<file path="src/hdl/ssfp_pkg.sv">
// Shared types and constants for the servo status frame parser.
package ssfp_pkg;

    localparam int          SLOT_COUNT      = 6;
    localparam int          FRAME_DEPTH     = 8;
    localparam int          SLOT_W          = 3;
    localparam int          COUNT_W         = 9;
    localparam int          POS_W           = 16;
    localparam int          M_TDATA_W       = 24;
    localparam logic [7:0]  HEADER_BYTE     = 8'hFF;
    localparam logic [8:0]  FRAME_LEN       = 9'd8;
    localparam logic [8:0]  HUNT_WINDOW     = 9'd4;
    localparam logic [8:0]  LEN_OVERHEAD    = 9'd4;
    localparam logic [SLOT_W-1:0] CLAW_FIRST_SLOT = 3'd4;

    typedef enum logic [1:0] {
        STATUS_KNOWN        = 2'd0,
        STATUS_UNKNOWN_ID   = 2'd1,
        STATUS_BAD_LENGTH   = 2'd2,
        STATUS_BAD_CHECKSUM = 2'd3
    } status_t;

    typedef struct packed {
        logic              valid;
        status_t           status;
        logic [SLOT_W-1:0] slot;
        logic [POS_W-1:0]  position;
    } result_t;

endpackage

</file>
<file path="src/hdl/servo_status_frame_parser_top.sv">
// Servo status frame parser: one received bus byte in per beat, one status beat per closed frame.
// Accepts one byte per clock cycle without pause while m_tready keeps up; m_tvalid rises when the
// beat that closes its frame moves from the input register into the output register. The rate is
// set by the single parser stage, which stores the byte, slides the header window, counts the
// frame and checks length, checksum and id between the two registers. While a status beat
// waits with m_tready low, the parser holds the next byte whether or not it closes a frame, and
// intake stops once the input register is full as well. Id registers may be written at any time
// the parser holds no unfinished byte; indices 6 and 7 are ignored.
module servo_status_frame_parser_top import ssfp_pkg::*; (
    input  logic                 aclk,
    input  logic                 aresetn,
    input  logic                 s_tvalid,
    output logic                 s_tready,
    input  logic [7:0]           s_tdata,   // [7:0] rx_byte
    output logic                 m_tvalid,
    input  logic                 m_tready,
    output logic [M_TDATA_W-1:0] m_tdata,   // [1:0] frame_status, [4:2] servo_slot,
                                            // [20:5] servo_position, [23:21] zero
    input  logic                 cfg_valid,
    output logic                 cfg_ready,
    input  logic [SLOT_W-1:0]    cfg_index,
    input  logic [7:0]           cfg_data
);

    logic       byte_valid;
    logic [7:0] byte_data;
    logic       proc_fire;
    result_t    result;

    assign cfg_ready = 1'b1;
    assign proc_fire = byte_valid && (!m_tvalid || m_tready);

    ssfp_in_stage u_in (
        .aclk       (aclk),
        .aresetn    (aresetn),
        .s_tvalid   (s_tvalid),
        .s_tready   (s_tready),
        .s_tdata    (s_tdata),
        .take       (proc_fire),
        .byte_valid (byte_valid),
        .byte_data  (byte_data)
    );

    ssfp_parser u_parser (
        .aclk      (aclk),
        .aresetn   (aresetn),
        .fire      (proc_fire),
        .rx_byte   (byte_data),
        .cfg_we    (cfg_valid && cfg_ready),
        .cfg_index (cfg_index),
        .cfg_data  (cfg_data),
        .result    (result)
    );

    ssfp_out_stage u_out (
        .aclk     (aclk),
        .aresetn  (aresetn),
        .load     (proc_fire),
        .result   (result),
        .m_tvalid (m_tvalid),
        .m_tready (m_tready),
        .m_tdata  (m_tdata)
    );

    a_idle_fields_zero: assert property (@(posedge aclk) disable iff (!aresetn)
        m_tvalid && (m_tdata[1:0] != STATUS_KNOWN) |-> (m_tdata[20:2] == '0))
        else $error("non-update status carries slot or position");

    a_slot_range: assert property (@(posedge aclk) disable iff (!aresetn)
        m_tvalid |-> (int'(m_tdata[4:2]) < SLOT_COUNT))
        else $error("slot out of range");

    a_stall_means_full: assert property (@(posedge aclk) disable iff (!aresetn)
        !s_tready |-> (byte_valid && m_tvalid && !m_tready))
        else $error("intake stalled without a blocked result");

endmodule

</file>
<file path="src/hdl/ssfp_in_stage.sv">
// Input register for received bytes.
module ssfp_in_stage import ssfp_pkg::*; (
    input  logic       aclk,
    input  logic       aresetn,
    input  logic       s_tvalid,
    output logic       s_tready,
    input  logic [7:0] s_tdata,
    input  logic       take,
    output logic       byte_valid,
    output logic [7:0] byte_data
);

    logic       valid_reg;
    logic [7:0] data_reg;

    assign s_tready   = !valid_reg || take;
    assign byte_valid = valid_reg;
    assign byte_data  = data_reg;

    always_ff @(posedge aclk) begin
        if (!aresetn) begin
            valid_reg <= 1'b0;
        end else if (s_tvalid && s_tready) begin
            valid_reg <= 1'b1;
        end else if (take) begin
            valid_reg <= 1'b0;
        end
    end

    always_ff @(posedge aclk) begin
        if (s_tvalid && s_tready) begin
            data_reg <= s_tdata;
        end
    end

endmodule

</file>
<file path="src/hdl/ssfp_parser.sv">
// Frame store, byte counter, id registers and single-pass frame check.
module ssfp_parser import ssfp_pkg::*; (
    input  logic                    aclk,
    input  logic                    aresetn,
    input  logic                    fire,
    input  logic [7:0]              rx_byte,
    input  logic                    cfg_we,
    input  logic [SLOT_W-1:0]       cfg_index,
    input  logic [7:0]              cfg_data,
    output result_t                 result
);

    logic [7:0]         frame_reg [FRAME_DEPTH];
    logic [7:0]         frame_next [FRAME_DEPTH];
    logic [COUNT_W-1:0] count_reg;
    logic [COUNT_W-1:0] count_next;
    logic [COUNT_W-1:0] count_inc;
    logic [COUNT_W-1:0] need;
    logic [7:0]         sum;
    logic [7:0]         id_reg [SLOT_COUNT];

    always_ff @(posedge aclk) begin
        if (!aresetn) begin
            for (int k = 0; k < SLOT_COUNT; k++) begin
                id_reg[k] <= 8'(k + 1);
            end
        end else if (cfg_we && (int'(cfg_index) < SLOT_COUNT)) begin
            id_reg[cfg_index] <= cfg_data;
        end
    end

    always_ff @(posedge aclk) begin
        if (!aresetn) begin
            count_reg <= '0;
        end else begin
            count_reg <= count_next;
        end
    end

    always_ff @(posedge aclk) begin
        frame_reg <= frame_next;
    end

    always_comb begin
        frame_next = frame_reg;
        count_next = count_reg;
        count_inc  = count_reg + 9'd1;
        need       = '0;
        sum        = '0;
        result     = '0;
        if (fire) begin
            if (count_reg < FRAME_LEN) begin
                frame_next[count_reg[2:0]] = rx_byte;
            end
            priority if (count_inc < HUNT_WINDOW) begin
                count_next = count_inc;
            end else if (frame_next[0] != HEADER_BYTE || frame_next[1] != HEADER_BYTE) begin
                // drop the oldest byte
                frame_next[0] = frame_next[1];
                frame_next[1] = frame_next[2];
                frame_next[2] = frame_next[3];
                count_next    = count_inc - 9'd1;
            end else begin
                need = {1'b0, frame_next[3]} + LEN_OVERHEAD;
                if (count_inc < need) begin
                    count_next = count_inc;
                end else begin
                    count_next   = '0;
                    result.valid = 1'b1;
                    sum = frame_next[2] + frame_next[3] + frame_next[4]
                        + frame_next[5] + frame_next[6];
                    priority if (count_inc != FRAME_LEN) begin
                        result.status = STATUS_BAD_LENGTH;
                    end else if (frame_next[7] != ~sum) begin
                        result.status = STATUS_BAD_CHECKSUM;
                    end else begin
                        result.status = STATUS_UNKNOWN_ID;
                        // scan downwards so the lowest matching slot wins
                        for (int k = SLOT_COUNT - 1; k >= 0; k--) begin
                            if (id_reg[k] == frame_next[2]) begin
                                result.status = STATUS_KNOWN;
                                result.slot   = SLOT_W'(k);
                                if (SLOT_W'(k) >= CLAW_FIRST_SLOT) begin
                                    result.position = {frame_next[5], frame_next[6]};
                                end else begin
                                    result.position = {frame_next[6], frame_next[5]};
                                end
                            end
                        end
                    end
                end
            end
        end
    end

endmodule

</file>
<file path="src/hdl/ssfp_out_stage.sv">
// Output register for status beats.
module ssfp_out_stage import ssfp_pkg::*; (
    input  logic                 aclk,
    input  logic                 aresetn,
    input  logic                 load,
    input  result_t              result,
    output logic                 m_tvalid,
    input  logic                 m_tready,
    output logic [M_TDATA_W-1:0] m_tdata
);

    logic    valid_reg;
    result_t data_reg;

    assign m_tvalid = valid_reg;
    assign m_tdata  = {3'b000, data_reg.position, data_reg.slot, data_reg.status};

    always_ff @(posedge aclk) begin
        if (!aresetn) begin
            valid_reg <= 1'b0;
        end else if (load) begin
            valid_reg <= result.valid;
        end else if (m_tready) begin
            valid_reg <= 1'b0;
        end
    end

    always_ff @(posedge aclk) begin
        if (load && result.valid) begin
            data_reg <= result;
        end
    end

endmodule

</file>
<file path="config.mk">
export PLATFORM = sky130hd
export DESIGN_NAME = servo_status_frame_parser_top
export DESIGN_NICKNAME = d
export VERILOG_FILES = /design/src/hdl/ssfp_pkg.sv /design/src/hdl/servo_status_frame_parser_top.sv /design/src/hdl/ssfp_in_stage.sv /design/src/hdl/ssfp_parser.sv /design/src/hdl/ssfp_out_stage.sv
export SDC_FILE = /design/constraint.sdc
export NUM_CORES = 1
export LEC_CHECK = 0
export BUFFER_PORTS_ARGS = -buffer_cell sky130_fd_sc_hd__clkbuf_2
export CAP_MARGIN = 20
export CORE_ASPECT_RATIO = 1.25
export CORE_UTILIZATION = 29
export CTS_CLUSTER_DIAMETER = 30
export DETAILED_ROUTE_END_ITERATION = 16
export PLACE_DENSITY_LB_ADDON = 0.15
export SYNTH_ARGS = -nofsm -noshare
export SYNTH_HDL_FRONTEND = slang
export SYNTH_SLANG_ARGS = --single-unit
</file>
<file path="constraint.sdc">
create_clock -name aclk -period 12.55 [get_ports aclk]
set_input_delay 1.255 -clock aclk [delete_from_list [all_inputs] [get_ports aclk]]
set_output_delay 1.255 -clock aclk [all_outputs]
set_load 0.01 [all_outputs]
</file>
==> results by group <==
Status
  – Outcome: completed

Synthesis
  – Seq/Total Area, Yosys: 0.469
  – EDFF count, synth: ~140
  – Syn Area/Cell: between 10 and 15 um2
  – Number of synthesized register bits: between 150 and 200
  – Synth unique cells: 74
  – Post-synth ARST share: 0
  – Yosys top cell area share: 0.446
  – Ys Warns: 0
  – Mapped Cells: a little under 900
  – Ys flop type: edfxtp_1
  – Synth area leader: edfxtp_1
  – Synth Cell Area: 9490 um2
  – Largest cells by area after synthesis: edfxtp_1 (45%), xnor2_1 (4.5%), fa_1 (3.8%), mux2i_1 (3.7%), inv_1 (3.3%)

CTS
  – Max clock buf depth: 2
  – Total CTS buffers: 17
  – Clk pin slew, worst setup/hold paths: 0.06 ns
  – Post-CTS Hold Buffers: 0
  – CTS H-tree lvls: 4
  – CTS Root Cell: clkbuf_16
  – CTS Sinks: 152
  – CTS tree: done
  – Post-CTS Repair Setup Buffers: 0
  – Resize count post-CTS: 0
  – Clk_lat worst skew: 0.45 ns

Layout
  – Share of cells above drive strength 1: 0.150
  – Largest register FFs: 64
  – Diodes inserted: 0
  – Layout Nets: 978
  – Area Growth Syn to Fin: 12.7%
  – Final core occ: 0.335

Timing
  – Max frequency: 0.146 GHz
  – Slew HR: 0.292
  – Setup violators final: 0
  – Post-layout min period: 6.83 ns
  – Least-Margin Pin Slew: ~1.1 ns
  – WHS: 0.538 ns
  – Final worst-path cycle share: 0.544
  – Fin. Hold Viols: 0
  – Post-route clock skew: 0.0183 ns
  – Setup TNS: 0 ns
  – RSZ-0062 raised after global routing: false
  – Slack of the critical path: 5.72 ns
  – Final Max Slew Viols: 0

Global route
  – Grt total ovfl: 0
  – Initial antenna violation count: 0
  – Largest net degree at the start of global routing: between 60 and 70
  – First-pass GRT wire length: 42900 um
  – GRT Util Overall: 0.177
  – Number of global-route vias before repair: 6917

Pwr
  – Max VDD drop: 0.000105 V
  – Total chip power: around 1.4 mW
  – Comb power frac: 0.203
  – Clock power frac: 0.371
  – Sw Share: 0.292
  – Power per Cell Area: between 100 and 150 nW/um2
  – LEAKAGE: around 4 nW
  – Switching power total: about 0.42 mW
  – Internal power component: 1.01 mW
  – Seq pwr share: 0.426

Drt
  – Drt wl/cell: 21.4 um
  – Wl on met1: between 10000 and 15000 um
  – DRT Wirelength: 28700 um
  – Via count: between 6k and 7k
  – Vias per cell: 5.15
  – DR WL met2: 14700 um
  – First-pass iteration count of the detailed router: 7
  – Initial drt markers: 488
  – Met3 WL: 874 um
  – DRC errors left: 0
  – Antenna Nets Post-Route: 0
  – Top Layer Used: met4

Setup path
  – CP Capture Type: register
  – Worst Path Required: ~13 ns
  – Crit Path Class: register to register
  – Startpoint Class: register
  – Crit Path Max Fanout: 13
  – Critical path arrival: 7.11 ns

Run
  – Max Cap Viol: 0

Floorplan
  – Core Rows: 73
  – IO Count: 51
  – Die ar.: 33500 um2
  – Height of the die: about 200 um
  – Initial Util: 0.297
  – Core region area: 32000 um2
  – Die width: 164 um

Place
  – DP HPWL: approximately 21000 um
  – IO buf count: 46
  – Dpl ws: ~5.7 ns
  – Final RePlAce weighted congestion: 0.839

Worst hold path
  – Hold Crit Class: register to register
[kinds of logic (layout without fill, tap and decap cells)]
family | Yosys count | after routing | synth area share
other cells | 2 | 4 | 0.000791
buf+inv | 138 | 177 | 0.0591
compound gates | 176 | 176 | 0.134
xor+xnor | 72 | 72 | 0.0679
mux | 55 | 55 | 0.0633
flops | 152 | 152 | 0.469
fa+ha+maj | 39 | 39 | 0.0657
simple gates | 251 | 251 | 0.140
[cell usage in the layout, fill, tap and decap left out, types with 5 or more instances in the layout]
| cell type | netlist | routed |
|---|---|---|
| nand2_1 | 53 | 53 |
| mux2i_1 | 35 | 35 |
| nor3_1 | 11 | 11 |
| nand3_1 | 23 | 23 |
| edfxtp_1 | 141 | 141 |
| xor2_1 | 22 | 22 |
| and2_1 | 18 | 17 |
| o221ai_1 | 19 | 19 |
| xnor2_1 | 49 | 49 |
| inv_1 | 84 | 83 |
| a211oi_2 | 10 | 10 |
| clkbuf_16 | 0 | 17 |
| fa_1 | 18 | 18 |
| mux2_2 | 17 | 17 |
| o21ai_0 | 23 | 23 |
| a21oi_1 | 38 | 38 |
| nand4_1 | 11 | 11 |
| and3_1 | 5 | 5 |
| o31ai_1 | 5 | 5 |
| nor2_1 | 69 | 69 |
| ha_1 | 21 | 21 |
| nor4_1 | 14 | 14 |
| a21o_1 | 6 | 6 |
| o22ai_1 | 22 | 22 |
| a21boi_0 | 5 | 5 |
| a22oi_1 | 8 | 8 |
| dfxtp_1 | 11 | 11 |
| clkbuf_2 | 0 | 47 |
| nand2b_1 | 8 | 8 |
| buf_4 | 7 | 13 |
| nor2b_1 | 5 | 5 |
| or3_1 | 7 | 7 |
[per-stage QoR]
stage | cell area, um2 | instances
2_1_floorplan | 9500 | 887
3_3_place_gp | 10100 | 1307
3_5_place_dp | 10100 | 1307
4_1_cts | 10700 | 1337
5_1_grt | 10700 | 1338
6_report | 10700 | 1338
[cells in the mapped netlist (7+ instances only)]
| cell type | number |
|---|---|
| a211oi_2 | 10 |
| a21oi_1 | 38 |
| a22oi_1 | 8 |
| and2_1 | 18 |
| buf_2 | 7 |
| buf_4 | 7 |
| clkbuf_1 | 34 |
| dfxtp_1 | 11 |
| edfxtp_1 | 141 |
| fa_1 | 18 |
| ha_1 | 21 |
| inv_1 | 84 |
| mux2_2 | 17 |
| mux2i_1 | 35 |
| nand2_1 | 53 |
| nand2b_1 | 8 |
| nand3_1 | 23 |
| nand4_1 | 11 |
| nor2_1 | 69 |
| nor3_1 | 11 |
| nor4_1 | 14 |
| o21ai_0 | 23 |
| o221ai_1 | 19 |
| o22ai_1 | 22 |
| or3_1 | 7 |
| xnor2_1 | 49 |
| xor2_1 | 22 |
[area by class of cell]
type | count | area (um2)
Fill cell | 3279 | 21300
Multi-Input combinational cell | 597 | 4480
Sequential cell | 152 | 4450
Tap cell | 412 | 515
Clock buffer | 19 | 433
Timing Repair Buffer | 60 | 333
Inverter | 87 | 327
Clock inverter | 11 | 150
[final timing paths]
path	end	cells past startpoint	slack [ns]	startpoint
worst max-delay path	u_out.m_tdata[18]	17	5.72	u_parser.count_reg[4]
worst min-delay path	u_out.m_tvalid	2	0.54	u_out.m_tvalid
worst max register to register	u_out.m_tdata[18]	17	5.72	u_parser.count_reg[4]
worst min register to register	u_out.m_tvalid	2	0.54	u_out.m_tvalid
[metal layers]
layer	up-vias	global-route usage
li1	3270	-
met1	3399	0.209
met2	175	0.312
met3	49	0.0244
met4	0	0.0866
met5	-	0
[power groups by stage]
| stage | Clock (mW) | Combinational (mW) | Sequential (mW) |
|---|---|---|---|
| 2_1_floorplan | 0 | 0.222 | 0.607 |
| 3_3_place_gp | 0 | 0.290 | 0.621 |
| 3_5_place_dp | 0 | 0.290 | 0.621 |
| 4_1_cts | 0.541 | 0.292 | 0.610 |
| 5_1_grt | 0.557 | 0.320 | 0.613 |
| 6_report | 0.531 | 0.291 | 0.610 |
[worst max-delay path, cell delays in order (launching register included)]
cell	delay, ns
dfxtp_1	0.39
or4_1	0.80
nor3_2	0.75
mux2i_1	0.72
xor2_1	0.21
ha_1	0.26
fa_1	0.55
fa_1	0.43
ha_1	0.24
fa_1	0.40
a21o_1	0.17
a21oi_1	0.21
o21ai_0	0.13
xnor3_1	0.39
xnor2_1	0.13
and4bb_2	0.38
o211ai_4	0.22
a211oi_2	0.28
(Power assumes the default switching activity.)
